--- src/rtl/crd_pkg.sv ---
// Shared constants, the named reference table and its helper for the
// character reference decoder. No dependencies.
package crd_pkg;

  localparam int MAX_NAME_LEN_DEF = 6;
  localparam int CMDQ_DEPTH_DEF   = 4;

  // Longest name in the table and the number of entries.
  localparam int NAME_TBL_LEN = 6;
  localparam int NUM_ENT      = 43;

  localparam logic [7:0] CH_AMP  = 8'h26;
  localparam logic [7:0] CH_HASH = 8'h23;
  localparam logic [7:0] CH_SEMI = 8'h3B;
  localparam logic [7:0] CH_LX   = 8'h78;
  localparam logic [7:0] CH_UX   = 8'h58;

  localparam logic [20:0] CP_MAX  = 21'h10FFFF;
  localparam logic [20:0] CP_SAT  = 21'h110000;
  localparam logic [20:0] CP_LIM1 = 21'h000080;
  localparam logic [20:0] CP_LIM2 = 21'h000800;
  localparam logic [20:0] CP_LIM3 = 21'h010000;

  localparam logic [7:0] UTF_LEAD2 = 8'hC0;
  localparam logic [7:0] UTF_LEAD3 = 8'hE0;
  localparam logic [7:0] UTF_LEAD4 = 8'hF0;
  localparam logic [7:0] UTF_CONT  = 8'h80;
  localparam logic [7:0] UTF_MASK  = 8'h3F;

  localparam logic [23:0] REPL_CHAR = 24'hEFBFBD;

  // Names are right-justified: the last character sits in the low byte.
  // UTF-8 bytes are left-justified: the first byte sits in bits 23:16.
  typedef struct packed {
    logic [47:0] nm;
    logic [2:0]  nlen;
    logic [23:0] utf;
    logic [1:0]  ulen;
  } ent_t;

  localparam ent_t ENT_TABLE [NUM_ENT] = '{
    '{"amp",    3'd3, 24'h260000, 2'd1}, '{"lt",     3'd2, 24'h3C0000, 2'd1},
    '{"gt",     3'd2, 24'h3E0000, 2'd1}, '{"quot",   3'd4, 24'h220000, 2'd1},
    '{"apos",   3'd4, 24'h270000, 2'd1}, '{"nbsp",   3'd4, 24'hC2A000, 2'd2},
    '{"copy",   3'd4, 24'hC2A900, 2'd2}, '{"reg",    3'd3, 24'hC2AE00, 2'd2},
    '{"trade",  3'd5, 24'hE284A2, 2'd3}, '{"mdash",  3'd5, 24'hE28094, 2'd3},
    '{"ndash",  3'd5, 24'hE28093, 2'd3}, '{"laquo",  3'd5, 24'hC2AB00, 2'd2},
    '{"raquo",  3'd5, 24'hC2BB00, 2'd2}, '{"ldquo",  3'd5, 24'hE2809C, 2'd3},
    '{"rdquo",  3'd5, 24'hE2809D, 2'd3}, '{"lsquo",  3'd5, 24'hE28098, 2'd3},
    '{"rsquo",  3'd5, 24'hE28099, 2'd3}, '{"hellip", 3'd6, 24'hE280A6, 2'd3},
    '{"bull",   3'd4, 24'hE280A2, 2'd3}, '{"deg",    3'd3, 24'hC2B000, 2'd2},
    '{"plusmn", 3'd6, 24'hC2B100, 2'd2}, '{"times",  3'd5, 24'hC39700, 2'd2},
    '{"divide", 3'd6, 24'hC3B700, 2'd2}, '{"euro",   3'd4, 24'hE282AC, 2'd3},
    '{"pound",  3'd5, 24'hC2A300, 2'd2}, '{"yen",    3'd3, 24'hC2A500, 2'd2},
    '{"cent",   3'd4, 24'hC2A200, 2'd2}, '{"sect",   3'd4, 24'hC2A700, 2'd2},
    '{"para",   3'd4, 24'hC2B600, 2'd2}, '{"middot", 3'd6, 24'hC2B700, 2'd2},
    '{"frac12", 3'd6, 24'hC2BD00, 2'd2}, '{"frac14", 3'd6, 24'hC2BC00, 2'd2},
    '{"frac34", 3'd6, 24'hC2BE00, 2'd2}, '{"iexcl",  3'd5, 24'hC2A100, 2'd2},
    '{"iquest", 3'd6, 24'hC2BF00, 2'd2}, '{"larr",   3'd4, 24'hE28690, 2'd3},
    '{"rarr",   3'd4, 24'hE28692, 2'd3}, '{"uarr",   3'd4, 24'hE28691, 2'd3},
    '{"darr",   3'd4, 24'hE28693, 2'd3}, '{"hearts", 3'd6, 24'hE299A5, 2'd3},
    '{"diams",  3'd5, 24'hE299A6, 2'd3}, '{"clubs",  3'd5, 24'hE299A3, 2'd3},
    '{"spades", 3'd6, 24'hE299A0, 2'd3}
  };

  // Character j (from the start) of table entry k.
  function automatic logic [7:0] ent_char(input int k, input int j);
    logic [47:0] s;
    s = ENT_TABLE[k].nm << (8 * (NAME_TBL_LEN - int'(ENT_TABLE[k].nlen)));
    return s[47 - 8 * j -: 8];
  endfunction

endpackage

--- src/rtl/crd_front.sv ---
// Front end of the character reference decoder: reference state machine,
// name buffer, numeric accumulator and lookup. Builds at most one command
// per word. Depends on crd_pkg.
module crd_front import crd_pkg::*; #(
  parameter int  MAX_NAME_LEN = MAX_NAME_LEN_DEF,
  localparam int CMD_BYTES    = MAX_NAME_LEN + 2,
  localparam int CNTW         = $clog2(CMD_BYTES + 1)
) (
  input  logic                         clk,
  input  logic                         rst_n,
  input  logic                         acc,
  input  logic [7:0]                   in_byte,
  input  logic                         in_end_of_input,
  output logic                         enq,
  output logic [CMD_BYTES-1:0][7:0]    cmd_bytes,
  output logic [CNTW-1:0]              cmd_n
);

  localparam int NLW = $clog2(MAX_NAME_LEN + 1);
  localparam int IW  = $clog2(MAX_NAME_LEN);

  typedef enum logic [6:0] {
    M_TEXT = 7'b0000001,
    M_AMP  = 7'b0000010,
    M_HASH = 7'b0000100,
    M_HEXS = 7'b0001000,
    M_DEC  = 7'b0010000,
    M_HEX  = 7'b0100000,
    M_NAME = 7'b1000000
  } mode_t;

  typedef enum logic [2:0] {
    PK_NONE, PK_AMP, PK_HASH, PK_HEXS, PK_ENC, PK_NAMED, PK_REPLAY
  } pre_t;

  mode_t            mode_r, mode_nxt;
  logic [7:0]       name_buf_r [MAX_NAME_LEN];
  logic [NLW-1:0]   len_r, len_nxt;
  logic [20:0]      cp_r, cp_nxt;
  logic             ux_r, ux_nxt;

  logic             is_dec, is_hex, is_alnum, is_semi;
  logic [3:0]       dv;
  logic [25:0]      acc_v;
  logic [20:0]      acc_sat;
  logic             hit;
  logic [23:0]      named;
  logic [1:0]       named_n;
  logic [31:0]      enc;
  logic [2:0]       enc_n;
  pre_t             pk;
  logic             do_txt, do_clr, tail;
  logic             buf_we;
  logic [IW-1:0]    buf_wa;
  logic [CMD_BYTES-1:0][7:0] pre;
  logic [CNTW-1:0]  pre_n;

  // Character classes of the incoming byte.
  always_comb begin
    is_dec   = (in_byte >= 8'h30) && (in_byte <= 8'h39);
    is_hex   = is_dec || ((in_byte >= 8'h61) && (in_byte <= 8'h66)) ||
               ((in_byte >= 8'h41) && (in_byte <= 8'h46));
    is_alnum = is_dec || ((in_byte >= 8'h61) && (in_byte <= 8'h7A)) ||
               ((in_byte >= 8'h41) && (in_byte <= 8'h5A));
    is_semi  = (in_byte == CH_SEMI);
    dv       = is_dec ? in_byte[3:0] : in_byte[3:0] + 4'd9;
  end

  // Next accumulator value; times ten is two shifted copies.
  always_comb begin
    if (mode_r == M_HEX) begin
      acc_v = {1'b0, cp_r, 4'b0} + 26'(dv);
    end else begin
      acc_v = {2'b0, cp_r, 3'b0} + {4'b0, cp_r, 1'b0} + 26'(dv);
    end
    acc_sat = (acc_v > 26'(CP_MAX)) ? CP_SAT : acc_v[20:0];
  end

  // Named lookup: each entry compares the buffered characters in parallel.
  always_comb begin
    logic eq;
    hit     = 1'b0;
    named   = '0;
    named_n = '0;
    for (int k = 0; k < NUM_ENT; k++) begin
      eq = (len_r == NLW'(ENT_TABLE[k].nlen));
      for (int j = 0; j < NAME_TBL_LEN; j++) begin
        if (j < int'(ENT_TABLE[k].nlen)) begin
          eq = eq & (name_buf_r[j] == ent_char(k, j));
        end
      end
      if (eq && !hit) begin
        hit     = 1'b1;
        named   = ENT_TABLE[k].utf;
        named_n = ENT_TABLE[k].ulen;
      end
    end
  end

  // UTF-8 encoding of the accumulated code point.
  always_comb begin
    enc   = '0;
    enc_n = 3'd3;
    if ((cp_r == '0) || (cp_r > CP_MAX)) begin
      enc = {REPL_CHAR, 8'h00};
    end else if (cp_r < CP_LIM1) begin
      enc   = {1'b0, cp_r[6:0], 24'h0};
      enc_n = 3'd1;
    end else if (cp_r < CP_LIM2) begin
      enc   = {UTF_LEAD2 | {3'b0, cp_r[10:6]},
               UTF_CONT | ({2'b0, cp_r[5:0]} & UTF_MASK), 16'h0};
      enc_n = 3'd2;
    end else if (cp_r < CP_LIM3) begin
      enc   = {UTF_LEAD3 | {4'b0, cp_r[15:12]},
               UTF_CONT | {2'b0, cp_r[11:6]},
               UTF_CONT | {2'b0, cp_r[5:0]}, 8'h0};
    end else begin
      enc   = {UTF_LEAD4 | {5'b0, cp_r[20:18]},
               UTF_CONT | {2'b0, cp_r[17:12]},
               UTF_CONT | {2'b0, cp_r[11:6]},
               UTF_CONT | {2'b0, cp_r[5:0]}};
      enc_n = 3'd4;
    end
  end

  // Reference state machine.
  always_comb begin
    mode_nxt = mode_r;
    len_nxt  = len_r;
    cp_nxt   = cp_r;
    ux_nxt   = ux_r;
    pk       = PK_NONE;
    do_txt   = 1'b0;
    do_clr   = 1'b0;
    buf_we   = 1'b0;
    buf_wa   = '0;
    if (in_end_of_input) begin
      do_clr = 1'b1;
      unique case (mode_r) inside
        M_AMP:        pk = PK_AMP;
        M_HASH:       pk = PK_HASH;
        M_HEXS:       pk = PK_HEXS;
        M_DEC, M_HEX: pk = PK_ENC;
        M_NAME:       pk = hit ? PK_NAMED : PK_REPLAY;
        default:      pk = PK_NONE;
      endcase
    end else begin
      unique case (mode_r) inside
        M_AMP: begin
          if (in_byte == CH_HASH) begin
            mode_nxt = M_HASH;
          end else if (is_alnum) begin
            buf_we   = 1'b1;
            len_nxt  = NLW'(1);
            mode_nxt = M_NAME;
          end else begin
            pk     = PK_AMP;
            do_txt = 1'b1;
          end
        end
        M_HASH: begin
          if (is_dec) begin
            cp_nxt   = 21'(dv);
            mode_nxt = M_DEC;
          end else if ((in_byte == CH_LX) || (in_byte == CH_UX)) begin
            ux_nxt   = (in_byte == CH_UX);
            mode_nxt = M_HEXS;
          end else begin
            pk     = PK_HASH;
            do_txt = 1'b1;
          end
        end
        M_HEXS: begin
          if (is_hex) begin
            cp_nxt   = 21'(dv);
            mode_nxt = M_HEX;
          end else begin
            pk     = PK_HEXS;
            do_txt = 1'b1;
          end
        end
        M_DEC, M_HEX: begin
          if ((mode_r == M_HEX) ? is_hex : is_dec) begin
            cp_nxt = acc_sat;
          end else begin
            pk     = PK_ENC;
            do_clr = is_semi;
            do_txt = !is_semi;
          end
        end
        M_NAME: begin
          if (is_alnum) begin
            if (len_r < NLW'(MAX_NAME_LEN)) begin
              buf_we  = 1'b1;
              buf_wa  = len_r[IW-1:0];
              len_nxt = len_r + NLW'(1);
            end else begin
              pk     = PK_REPLAY;
              do_txt = 1'b1;
            end
          end else if (hit) begin
            pk     = PK_NAMED;
            do_clr = is_semi;
            do_txt = !is_semi;
          end else begin
            pk     = PK_REPLAY;
            do_txt = 1'b1;
          end
        end
        default: do_txt = 1'b1;
      endcase
    end
    tail = 1'b0;
    if (do_clr || do_txt) begin
      mode_nxt = M_TEXT;
      len_nxt  = '0;
      cp_nxt   = '0;
      ux_nxt   = 1'b0;
    end
    if (do_txt) begin
      if (in_byte == CH_AMP) begin
        mode_nxt = M_AMP;
      end else begin
        tail = 1'b1;
      end
    end
  end

  // Bytes that come before the optional pass-through byte.
  always_comb begin
    pre   = '0;
    pre_n = '0;
    unique case (pk)
      PK_AMP: begin
        pre[0] = CH_AMP;
        pre_n  = CNTW'(1);
      end
      PK_HASH: begin
        pre[0] = CH_AMP;
        pre[1] = CH_HASH;
        pre_n  = CNTW'(2);
      end
      PK_HEXS: begin
        pre[0] = CH_AMP;
        pre[1] = CH_HASH;
        pre[2] = ux_r ? CH_UX : CH_LX;
        pre_n  = CNTW'(3);
      end
      PK_ENC: begin
        pre[0] = enc[31:24];
        pre[1] = enc[23:16];
        pre[2] = enc[15:8];
        pre[3] = enc[7:0];
        pre_n  = CNTW'(enc_n);
      end
      PK_NAMED: begin
        pre[0] = named[23:16];
        pre[1] = named[15:8];
        pre[2] = named[7:0];
        pre_n  = CNTW'(named_n);
      end
      PK_REPLAY: begin
        pre[0] = CH_AMP;
        for (int i = 0; i < MAX_NAME_LEN; i++) begin
          pre[i+1] = name_buf_r[i];
        end
        pre_n = CNTW'(len_r) + CNTW'(1);
      end
      default: pre_n = '0;
    endcase
  end

  always_comb begin
    for (int i = 0; i < CMD_BYTES; i++) begin
      cmd_bytes[i] = (CNTW'(i) < pre_n) ? pre[i] : in_byte;
    end
    cmd_n = pre_n + CNTW'(tail);
    enq   = acc && (cmd_n != '0);
  end

  always_ff @(posedge clk) begin
    if (!rst_n) begin
      mode_r <= M_TEXT;
      len_r  <= '0;
      cp_r   <= '0;
      ux_r   <= 1'b0;
    end else if (acc) begin
      mode_r <= mode_nxt;
      len_r  <= len_nxt;
      cp_r   <= cp_nxt;
      ux_r   <= ux_nxt;
    end
  end

  always_ff @(posedge clk) begin
    if (acc && buf_we) begin
      name_buf_r[buf_wa] <= in_byte;
    end
  end

endmodule

--- src/rtl/crd_cmdq.sv ---
// Command queue between the front end and the byte expander of the
// character reference decoder. Depends on crd_pkg for its default depth.
module crd_cmdq import crd_pkg::*; #(
  parameter int W     = 8,
  parameter int DEPTH = CMDQ_DEPTH_DEF
) (
  input  logic         clk,
  input  logic         rst_n,
  input  logic         enq,
  input  logic [W-1:0] wdata,
  output logic         full,
  input  logic         deq,
  output logic [W-1:0] rdata,
  output logic         empty
);

  localparam int PW = (DEPTH > 1) ? $clog2(DEPTH) : 1;
  localparam int CW = $clog2(DEPTH + 1);

  logic [W-1:0]  mem_r [DEPTH];
  logic [PW-1:0] wp_r, wp_nxt, rp_r, rp_nxt;
  logic [CW-1:0] cnt_r, cnt_nxt;

  assign full  = (cnt_r == CW'(DEPTH));
  assign empty = (cnt_r == '0);
  assign rdata = mem_r[rp_r];

  always_comb begin
    wp_nxt  = (wp_r == PW'(DEPTH - 1)) ? '0 : wp_r + PW'(1);
    rp_nxt  = (rp_r == PW'(DEPTH - 1)) ? '0 : rp_r + PW'(1);
    cnt_nxt = cnt_r;
    if (enq && !deq) begin
      cnt_nxt = cnt_r + CW'(1);
    end else if (deq && !enq) begin
      cnt_nxt = cnt_r - CW'(1);
    end
  end

  always_ff @(posedge clk) begin
    if (!rst_n) begin
      wp_r  <= '0;
      rp_r  <= '0;
      cnt_r <= '0;
    end else begin
      if (enq) begin
        wp_r <= wp_nxt;
      end
      if (deq) begin
        rp_r <= rp_nxt;
      end
      cnt_r <= cnt_nxt;
    end
  end

  always_ff @(posedge clk) begin
    if (enq) begin
      mem_r[wp_r] <= wdata;
    end
  end

endmodule

--- src/rtl/crd_back.sv ---
// Byte expander of the character reference decoder: holds one command and
// hands out its bytes one byte at a time. Depends on crd_pkg.
module crd_back import crd_pkg::*; #(
  parameter int  MAX_NAME_LEN = MAX_NAME_LEN_DEF,
  localparam int CMD_BYTES    = MAX_NAME_LEN + 2,
  localparam int CNTW         = $clog2(CMD_BYTES + 1)
) (
  input  logic                      clk,
  input  logic                      rst_n,
  input  logic                      q_empty,
  input  logic [CMD_BYTES-1:0][7:0] q_bytes,
  input  logic [CNTW-1:0]           q_n,
  output logic                      q_deq,
  output logic                      out_empty,
  input  logic                      out_pop,
  output logic [7:0]                out_byte,
  output logic                      out_last
);

  localparam int IXW = $clog2(CMD_BYTES);

  logic [CMD_BYTES-1:0][7:0] cur_bytes_r;
  logic [CNTW-1:0]           cur_n_r;
  logic [IXW-1:0]            idx_r;
  logic                      valid_r;
  logic                      fin, load;

  assign out_empty = !valid_r;
  assign out_byte  = cur_bytes_r[idx_r];
  assign out_last  = (CNTW'(idx_r) + CNTW'(1) == cur_n_r);

  // The next command is taken as the current one's final byte leaves.
  assign fin   = valid_r && out_pop && out_last;
  assign load  = (!valid_r || fin) && !q_empty;
  assign q_deq = load;

  always_ff @(posedge clk) begin
    if (!rst_n) begin
      valid_r <= 1'b0;
      idx_r   <= '0;
    end else if (load) begin
      valid_r <= 1'b1;
      idx_r   <= '0;
    end else if (fin) begin
      valid_r <= 1'b0;
    end else if (valid_r && out_pop) begin
      idx_r <= idx_r + IXW'(1);
    end
  end

  always_ff @(posedge clk) begin
    if (load) begin
      cur_bytes_r <= q_bytes;
      cur_n_r     <= q_n;
    end
  end

endmodule

--- src/rtl/char_reference_to_utf8_decoder.sv ---
// Top level of the character reference decoder: front end, command queue
// and byte expander. Depends on crd_pkg, crd_front, crd_cmdq and crd_back.
//
// Text bytes go in at one word per cycle; plain bytes come out unchanged and
// references beginning with '&' come out as UTF-8 (or are replayed as text
// when they fail). The front end classifies each input word combinationally
// and turns it into one command of up to MAX_NAME_LEN + 2 bytes, which
// waits in a queue of QUEUE_DEPTH commands. The expander hands out one
// result byte per cycle while out_pop is high; the first byte of a word
// reaches the output once its command has gone through the queue into the
// expander. Input stalls (in_full high) only when the command queue is full,
// so with out_pop held high a stream averaging at most one result byte per
// input word runs at one word per cycle. out_last marks the final byte that
// one input word produced; words that produce nothing leave no trace.
module char_reference_to_utf8_decoder import crd_pkg::*; #(
  parameter int MAX_NAME_LEN = MAX_NAME_LEN_DEF,
  parameter int QUEUE_DEPTH  = CMDQ_DEPTH_DEF
) (
  input  logic       clk,
  input  logic       rst_n,
  input  logic       in_push,
  output logic       in_full,
  input  logic [7:0] in_byte,
  input  logic       in_end_of_input,
  output logic       out_empty,
  input  logic       out_pop,
  output logic [7:0] out_byte,
  output logic       out_last
);

  localparam int CMD_BYTES = MAX_NAME_LEN + 2;
  localparam int CNTW      = $clog2(CMD_BYTES + 1);
  localparam int QW        = CMD_BYTES * 8 + CNTW;

  logic                      acc;
  logic                      q_enq, q_full, q_deq, q_empty;
  logic [CMD_BYTES-1:0][7:0] cmd_bytes;
  logic [CNTW-1:0]           cmd_n;
  logic [QW-1:0]             q_rdata;
  logic [CMD_BYTES-1:0][7:0] q_head_bytes;
  logic [CNTW-1:0]           q_head_n;

  assign in_full = q_full;
  assign acc     = in_push && !q_full;

  crd_front #(
    .MAX_NAME_LEN (MAX_NAME_LEN)
  ) u_front (
    .clk             (clk),
    .rst_n           (rst_n),
    .acc             (acc),
    .in_byte         (in_byte),
    .in_end_of_input (in_end_of_input),
    .enq             (q_enq),
    .cmd_bytes       (cmd_bytes),
    .cmd_n           (cmd_n)
  );

  crd_cmdq #(
    .W     (QW),
    .DEPTH (QUEUE_DEPTH)
  ) u_cmdq (
    .clk   (clk),
    .rst_n (rst_n),
    .enq   (q_enq),
    .wdata ({cmd_n, cmd_bytes}),
    .full  (q_full),
    .deq   (q_deq),
    .rdata (q_rdata),
    .empty (q_empty)
  );

  assign q_head_n     = q_rdata[QW-1 -: CNTW];
  assign q_head_bytes = q_rdata[CMD_BYTES*8-1:0];

  crd_back #(
    .MAX_NAME_LEN (MAX_NAME_LEN)
  ) u_back (
    .clk       (clk),
    .rst_n     (rst_n),
    .q_empty   (q_empty),
    .q_bytes   (q_head_bytes),
    .q_n       (q_head_n),
    .q_deq     (q_deq),
    .out_empty (out_empty),
    .out_pop   (out_pop),
    .out_byte  (out_byte),
    .out_last  (out_last)
  );

  // A command is only written when there is room for it.
  a_no_overflow: assert property (@(posedge clk) disable iff (!rst_n)
    q_enq |-> !q_full)
    else $error("command written into a full queue");

  // Every queued command carries at least one byte and no more than fit.
  a_cmd_len: assert property (@(posedge clk) disable iff (!rst_n)
    !q_empty |-> ((q_head_n != '0) && (q_head_n <= CNTW'(CMD_BYTES))))
    else $error("queued command has an impossible length");

  // Taking a byte that is not the last of its word leaves the rest waiting.
  a_word_cont: assert property (@(posedge clk) disable iff (!rst_n)
    (!out_empty && out_pop && !out_last) |=> !out_empty)
    else $error("result word lost before its last byte");

endmodule

--- config.mk ---
export PLATFORM = sky130hd
export DESIGN_NAME = char_reference_to_utf8_decoder
export DESIGN_NICKNAME = d
export VERILOG_FILES = /design/src/rtl/crd_pkg.sv /design/src/rtl/crd_front.sv /design/src/rtl/crd_cmdq.sv /design/src/rtl/crd_back.sv /design/src/rtl/char_reference_to_utf8_decoder.sv
export SDC_FILE = /design/constraint.sdc
export NUM_CORES = 1
export LEC_CHECK = 0
export BUFFER_PORTS_ARGS = -buffer_cell sky130_fd_sc_hd__buf_2
export CORE_ASPECT_RATIO = 0.8
export CORE_MARGIN = 1
export CORE_UTILIZATION = 40
export DETAILED_ROUTE_END_ITERATION = 6
export PLACE_DENSITY_LB_ADDON = 0.25
export SYNTH_ARGS = -nofsm -noshare
export SYNTH_HDL_FRONTEND = slang
export SYNTH_SLANG_ARGS = --single-unit
export TNS_END_PERCENT = 30
--- constraint.sdc ---
create_clock -name clk -period 14.03 [get_ports clk]
set_input_delay 1.403 -clock clk [delete_from_list [all_inputs] [get_ports clk]]
set_output_delay 1.403 -clock clk [all_outputs]
set_load 0.03 [all_outputs]
# [After elaboration in Yosys (flattened, before gate mapping)]
# Memories as Yosys holds them, arrays and structs flattened. A register that Yosys moved wholly into a read port is not among the register bits.
# Index checks and enable logic that the tools add are counted.
[totals] regBits=43 mem_bits_rw=320 in_bits=13 out_inout_bits=11 word_cells=711 mem_count=2
[memory_table] name="u_cmdq.mem_r" depth=4 word_bits=68 read_ports=1 rd_clocked_by_memory_dff=1 wr=1 line_no="crd_cmdq.sv:20" rtl="logic [W-1:0] mem_r [DEPTH];"
[memory_table] name="u_front.name_buf_r" depth=6 word_bits=8 read_ports=6 rd_clocked_by_memory_dff=0 wr=1 line_no="crd_front.sv:37" rtl="logic [7:0] name_buf_r [MAX_NAME_LEN];"
[op_classes] add_sub_neg=13 order_cmp=23 eq_ne=117 mux=236 bitwise_logic=183 reduce_logical=128
[op_table] cell="$mux W24" n=43
[op_table] cell="$eq A8 B7 Y1 const B" n=80
[op_table] cell="$and A1 B1 Y1" n=181
[op_table] cell="$mux W21" n=6
[op_table] cell="$mux W32" n=3
[op_table] cell="$mux W2" n=46
[op_table] cell="$mux W1" n=79
[op_table] cell="$mux W8" n=9
[op_table] cell="$mux W3" n=22
[op_table] cell="$pmux W8 S4" n=2
[op_table] cell="$mux W7" n=9
[op_table] cell="$pmux W21 S3" n=1
[op_table] cell="$eq A8 B6 Y1 const B" n=7
[op_table] cell="$logic_and A1 B1 Y1" n=55
[op_table] cell="$logic_not A1 Y1" n=48
[op_table] cell="$le A8 B7 Y1 const B" n=4
[op_table] cell="$pmux W3 S5" n=2
[op_table] cell="$mux W29" n=1
[op_table] cell="$add A25 B4 Y26" n=1
[op_table] cell="$add A26 B4 Y26" n=1
[op_table] cell="$gt A26 B21 Y1 const B" n=1
[op_table] cell="$mux W26" n=1
[op_table] cell="$add A24 B22 Y25" n=1
[op_table] cell="$bmux W8 S3" n=1
[op_table] cell="other kinds (57)" n=96

# [Longest topological paths before layout]
# An unclocked memory read counts as a cell.
[logic_depth] word_depth=145 ltp_mapped=26 ltp_nobuf=23

# [Modules after synthesis]
# From an unflattened synthesis, not the netlist that was laid out.
[unflattened] cells_unflattened=1791 area_unflattened_um2=22744.3
[modules_own_cells] mod="crd_cmdq" n_inst=1 cells_per_inst=400 area_each_um2=10293.6 seq_area_each_um2=8348.0
[modules_own_cells] mod="crd_front" n_inst=1 cells_per_inst=1257 area_each_um2=9603.0 seq_area_each_um2=2082.0
[modules_own_cells] mod="crd_back" n_inst=1 cells_per_inst=133 area_each_um2=2834.0 seq_area_each_um2=2122.0
[modules_own_cells] mod="char_reference_to_utf8_decoder" n_inst=1 cells_per_inst=1 area_each_um2=13.8 seq_area_each_um2=0.0

# [Least setup slack after synthesis]
# Ideal clock, no wire load.
[synth_timing] path_kind="input to register" from="input port in_byte[1]" to="memory u_cmdq.mem_r[3][0] (netlist name), enable pin" setup_ns=0.434 arrival_ns=6.867 t_required_ns=13.596 slack_ns=6.729 path_stages=19 n_path_buf=2 path_cell_list="clkbuf_1 > inv_1 > ha_1 > or3b_2 > nor3_1 > o21ai_1 > nor3b_1 > o31ai_1 > nor4_2 > nor3_2 > buf_2 > mux2i_1 > o211ai_2 > ha_1 > ha_1 > nor3b_1 > o2111ai_1 > o211a_1 > and3_1"
[synth_between] elab_chain_len=15 word_cells_on_any_way=58 cone_classes="add/sub: 1; order compare: 8; eq/ne: 11; mux: 25; reduce/logical: 13"
[synth_lines] element="from (decl)" line_no="char_reference_to_utf8_decoder.sv:23" rtl="input logic [7:0] in_byte,"
[synth_lines] element="$ge A8 B6 Y1 (tied with other cells)" line_no="crd_front.sv:60" rtl="is_dec = (in_byte >= 8'h30) && (in_byte <= 8'h39);"
[synth_lines] element="$logic_and A1 B1 Y1, on equally long branches" line_no="crd_front.sv:60, crd_front.sv:61, crd_front.sv:63"
[synth_lines] element="$logic_or A1 B1 Y1, on equally long branches (2 in a row)" line_no="crd_front.sv:63, crd_front.sv:61"
[synth_lines] element="$mux W1, on equally long branches" line_no="crd_front.sv:152, crd_front.sv:183"
[synth_lines] element="$mux W3, on equally long branches" line_no="crd_front.sv:150, crd_front.sv:183"
[synth_lines] element="$pmux W3 S5" line_no="crd_front.sv:148" rtl="unique case (mode_r) inside"
[synth_lines] element="$mux W3" line_no="crd_front.sv:137" rtl="if (in_end_of_input) begin"
[synth_lines] element="$eq A3 B3 Y1 (tied with other cells)" line_no="crd_front.sv:233" rtl="unique case (pk)"
[synth_lines] element="$pmux W4 S6" line_no="crd_front.sv:233"
[synth_lines] element="$add A4 B1 Y4 *" line_no="crd_front.sv:277" rtl="cmd_n = pre_n + CNTW'(tail);"
[synth_lines] element="net cmd_n[1]" line_no="char_reference_to_utf8_decoder.sv:38" rtl="logic [CNTW-1:0] cmd_n;"
[synth_lines] element="$reduce_bool A4 Y1 *" line_no="crd_front.sv:278" rtl="enq = acc && (cmd_n != '0);"
[synth_lines] element="$logic_and A1 B1 Y1 *" line_no="crd_front.sv:278"
[synth_lines] element="$mux W1 *" line_no="crd_cmdq.sv:56" rtl="if (enq) begin"
[synth_lines] element="$mux W1 (not written as such) *" line_no="crd_cmdq.sv:57" rtl="mem_r[wp_r] <= wdata;"
[synth_lines] element="to (decl)" line_no="crd_cmdq.sv:20"
# The timed path passes the listed nets; every way through them passes the cells marked *.

# [Final worst setup path]
[layout_timing] from="input port in_byte[1]" to="register u_cmdq.cnt_r[2]"
[layout_between] elab_chain_len=16 word_cells_on_any_way=61 cone_classes="add/sub: 1; order compare: 8; eq/ne: 11; mux: 24; reduce/logical: 17"
[layout_lines] element="$ge A8 B6 Y1 (tied with other cells)" line_no="crd_front.sv:60"
[layout_lines] element="$logic_and A1 B1 Y1, on equally long branches" line_no="crd_front.sv:60, crd_front.sv:61, crd_front.sv:63"
[layout_lines] element="$logic_or A1 B1 Y1, on equally long branches (2 in a row)" line_no="crd_front.sv:63, crd_front.sv:61"
[layout_lines] element="$mux W1, on equally long branches" line_no="crd_front.sv:152, crd_front.sv:183"
[layout_lines] element="$mux W3, on equally long branches" line_no="crd_front.sv:150, crd_front.sv:183"
[layout_lines] element="$pmux W3 S5" line_no="crd_front.sv:148"
[layout_lines] element="$mux W3" line_no="crd_front.sv:137"
[layout_lines] element="$eq A3 B3 Y1 (tied with other cells)" line_no="crd_front.sv:233"
[layout_lines] element="$pmux W4 S6" line_no="crd_front.sv:233"
[layout_lines] element="$add A4 B1 Y4 *" line_no="crd_front.sv:277"
[layout_lines] element="net cmd_n[1]" line_no="char_reference_to_utf8_decoder.sv:38"
[layout_lines] element="$reduce_bool A4 Y1 *" line_no="crd_front.sv:278"
[layout_lines] element="$logic_and A1 B1 Y1 *" line_no="crd_front.sv:278"
[layout_lines] element="net q_enq" line_no="char_reference_to_utf8_decoder.sv:36" rtl="logic q_enq, q_full, q_deq, q_empty;"
[layout_lines] element="$logic_not A1 Y1" line_no="crd_cmdq.sv:34" rtl="end else if (deq && !enq) begin"
[layout_lines] element="$logic_and A1 B1 Y1" line_no="crd_cmdq.sv:34"
[layout_lines] element="$reduce_bool A2 Y1 (no source line)"
[layout_lines] element="to (signal assigned)" line_no="crd_cmdq.sv:51" rtl="cnt_r <= cnt_nxt;"
[layout_lines] element="to (decl)" line_no="crd_cmdq.sv:22" rtl="logic [CW-1:0] cnt_r, cnt_nxt;"
# Marked as above.
# A chain may end at the register's enable or synchronous reset.

==> results.sh <==
export IMPL_fillers=5036
export IMPL_async_flop_share_pct=0
export IMPL_io_buffers=23
export IMPL_instances_no_fill=2534
export IMPL_dpl_cell_count=2459
export IMPL_mostFrequentLayoutCells="388 x edfxtp_1, 157 x nand2_1, 117 x nor2_1"
export IMPL_ys_seq_elements=431
export IMPL_syn_nets=1827
export IMPL_ant_nets=0
export IMPL_synth_warnings=0
export IMPL_grt_pass1_vias=14751
export IMPL_io_pin_count=24
export IMPL_grt_pass1_wl_um=95800
export IMPL_post_drt_wl_per_cell_um=25.6
export IMPL_cellLeakagePower_nw=7.89
export IMPL_hold_viol_final=0
export IMPL_violations="DRC"
export IMPL_num_rows=77
export IMPL_drc_errors=4
export IMPL_powerDensity_mw_per_mm2=137
export IMPL_max_clock_freq_mhz=132
export IMPL_tritoncts="done"
export IMPL_synth_seq_area_share_pct=56.0
export IMPL_synthCells=1770
export IMPL_core_area_mm2=0.0552
export IMPL_syn_area_per_cell_um2=12.6
export IMPL_setup_tns_ps=0
export IMPL_cts_hold_repair_buffers=0
export IMPL_min_period_ps=7550
export IMPL_synthFlopType="edfxtp_1"
export IMPL_drt_iter0_drc=1994
export IMPL_max_slew_margin_pct=20.2
export IMPL_clock_root_buffer="clkbuf_16"
export IMPL_finalWirelength_um=64900
export IMPL_worst_pin_slew_ps=1200
export IMPL_crit_path_start_kind="primary input"
export IMPL_initial_core_util_pct=40.5
export IMPL_cts_clk_slew_worst_paths_ps=60
export IMPL_htreeDepth=2
export IMPL_status="finished with violations"
export IMPL_grt_overflow=0
export IMPL_cts_buffer_depth=3
export IMPL_skew_ps=17.3
export IMPL_grt_max_degree=71
export IMPL_cts_num_sinks=431
export IMPL_drv_cap=0
export IMPL_firstDrtPassIters=7
export IMPL_min_period_over_period_pct=53.8
export IMPL_die_area_mm2=0.0568
export IMPL_synth_edf_count=388
export IMPL_p_total_mw=3.36
export IMPL_antenna_found_initial=0
export IMPL_viasPerCell=6.19
export IMPL_rsz0062_at_grt="false"
export IMPL_ir_worst_vdd_mv=0.106
export IMPL_track_usage_pct=22.7
export IMPL_die_h_um=213
export IMPL_yosysUniqueCellTypes=99
export IMPL_drive_gt1_share_pct=15.6
export IMPL_dp_slack_ps=6060
export IMPL_drv_slew=0
export IMPL_worstSetupPathType="primary input to flip-flop"
export IMPL_cts_setup_buffers=0
export IMPL_hpwl_um=45300
export IMPL_mostFrequentLayoutCell="edfxtp_1"
export IMPL_endpoint_kind="flip-flop"
export IMPL_synthToLayoutAreaGrowth_pct=9.31
export IMPL_synth_area_mm2=0.0224
export IMPL_clkLatencyLatePin_ps=560
export IMPL_cts_buffers_inserted=41
export IMPL_min_path_type="flip-flop to flip-flop"
export IMPL_vias=15691
export IMPL_setup_viol=0
export IMPL_crit_required_ps=14500
export IMPL_setup_ws_ps=6480
export IMPL_die_w_um=266
export IMPL_cp_arrival_ps=8020
export IMPL_ctsResizeCount=0
export IMPL_crit_fanout=17
export IMPL_gp_congestion=0.959
export IMPL_nets=1809
-- layout make-up --
type,count,area (µm²),share of cell area (%)
sequential,431,12500,51.2
multi-input combinational,1200,9260,37.9
clock buffer,51,1060,4.35
tap,750,938,3.84
timing repair buffer,49,310,1.27
clock inverter,23,235,0.962
inverter,29,109,0.445
antenna,1,2.50,0.0102
-- path summary, 6_finish.rpt --
| check | from | to | slack, ps | depth (start not counted) |
|---|---|---|---|---|
| setup / recovery | in_byte[1] | u_cmdq.cnt_r[2]$_SDFFE_PN0P_ | 6480 | 23 |
| hold / removal | u_front.ux_r$_SDFFE_PN0P_ | u_front.ux_r$_SDFFE_PN0P_ | 480 | 2 |
| setup reg to reg | u_front.name_buf_r[0][1]$_DFFE_PP_ | u_cmdq.cnt_r[2]$_SDFFE_PN0P_ | 6510 | 20 |
| hold reg to reg | u_front.ux_r$_SDFFE_PN0P_ | u_front.ux_r$_SDFFE_PN0P_ | 480 | 2 |
-- worst max-delay path: stages --
cell and delay (ps):
buf_2 360, inv_1 250, ha_1 250, or3b_2 500, nor3_1 150, o21ai_1 270
nor3b_1 260, o31ai_1 320, nor4_2 80, nor3_2 820, mux2i_1 190, o211ai_2 420
ha_1 320, ha_1 320, or4_1 530, o211a_1 280, and2_1 230, ha_1 240
inv_1 70, fa_1 190, xor2_1 100, or3_1 320, a21oi_1 140
-- power by group --
| group | leakage, nW | internal, mW | switching (mW) |
|---|---|---|---|
| clock | 0.625 | 0.600 | 0.480 |
| sequential | 3.90 | 1.62 | 0.0693 |
| combinational | 3.37 | 0.251 | 0.337 |
-- synthesized netlist by cell type, types with 15 or more instances --
master    count  share of area [%]
or3_1        18               0.50
nor3_1       31               0.69
nand3_1      50                1.1
o21a_1       15               0.50
xnor2_1      22               0.86
nor4_1       34               0.95
clkbuf_1     66                1.1
nand2_1     157                2.6
o21ai_0      81                1.8
a31oi_1      25               0.70
nor4b_1      15               0.59
mux4_2       84                8.5
dfxtp_1      43                3.9
xor2_1       22               0.86
nand4_1      35               0.98
a21o_1       15               0.50
edfxtp_1    388                 52
inv_1        29               0.49
mux2_2       21                1.1
nor2_1      118                2.0
a21oi_1      84                1.9
ha_1         41                2.3
and2_1       16               0.45
buf_2        24               0.54
nor2b_1      26               0.73
-- per-stage QoR --
stage,area [µm²],util [%],hold WS (ps)
after floorplan,22400,-,454
after global placement,23100,41.9,467
after detailed placement,23100,41.9,474
after CTS,24400,44.3,483
after global routing,24400,44.3,520
final,24400,44.3,479
-- kinds of logic (layout without fill, tap and decap cells) --
family,count (synthesis),count (layout),synth area share (%)
muxes,112,112,9.88
other,0,1,0
adders and majority gates,44,44,2.56
and+or+nand+nor,643,643,16.5
DFF,431,431,56.0
AOI/OAI and AO/OA,357,357,10.6
xor gates and xnor gates,44,44,1.72
buffers and inverters,139,152,2.77
-- flip-flops by register name, summed over array words and instances, names as in the netlist, 2 cells and up --
register and cells:
u_front.len_r 3, u_front.cp_r 21, u_back.cur_n_r 4, u_cmdq.rp_r 2
u_back.idx_r 3, u_cmdq.mem_r 272, u_back.cur_bytes_r 64, u_cmdq.cnt_r 3
u_front.mode_r 7, u_front.name_buf_r 48, u_cmdq.wp_r 2
-- routing by layer --
| metal | vias to the layer above | global-route usage (%) | wire length (µm) |
|---|---|---|---|
| li1 | 6956 | - | - |
| met1 | 7915 | 34.5 | 30300 |
| met2 | 718 | 33.0 | 27500 |
| met3 | 102 | 4.77 | 5840 |
| met4 | 0 | 5.05 | 1250 |
| met5 | - | 0.0845 | 0 |
Note: power is estimated with default switching activity, not from simulation.
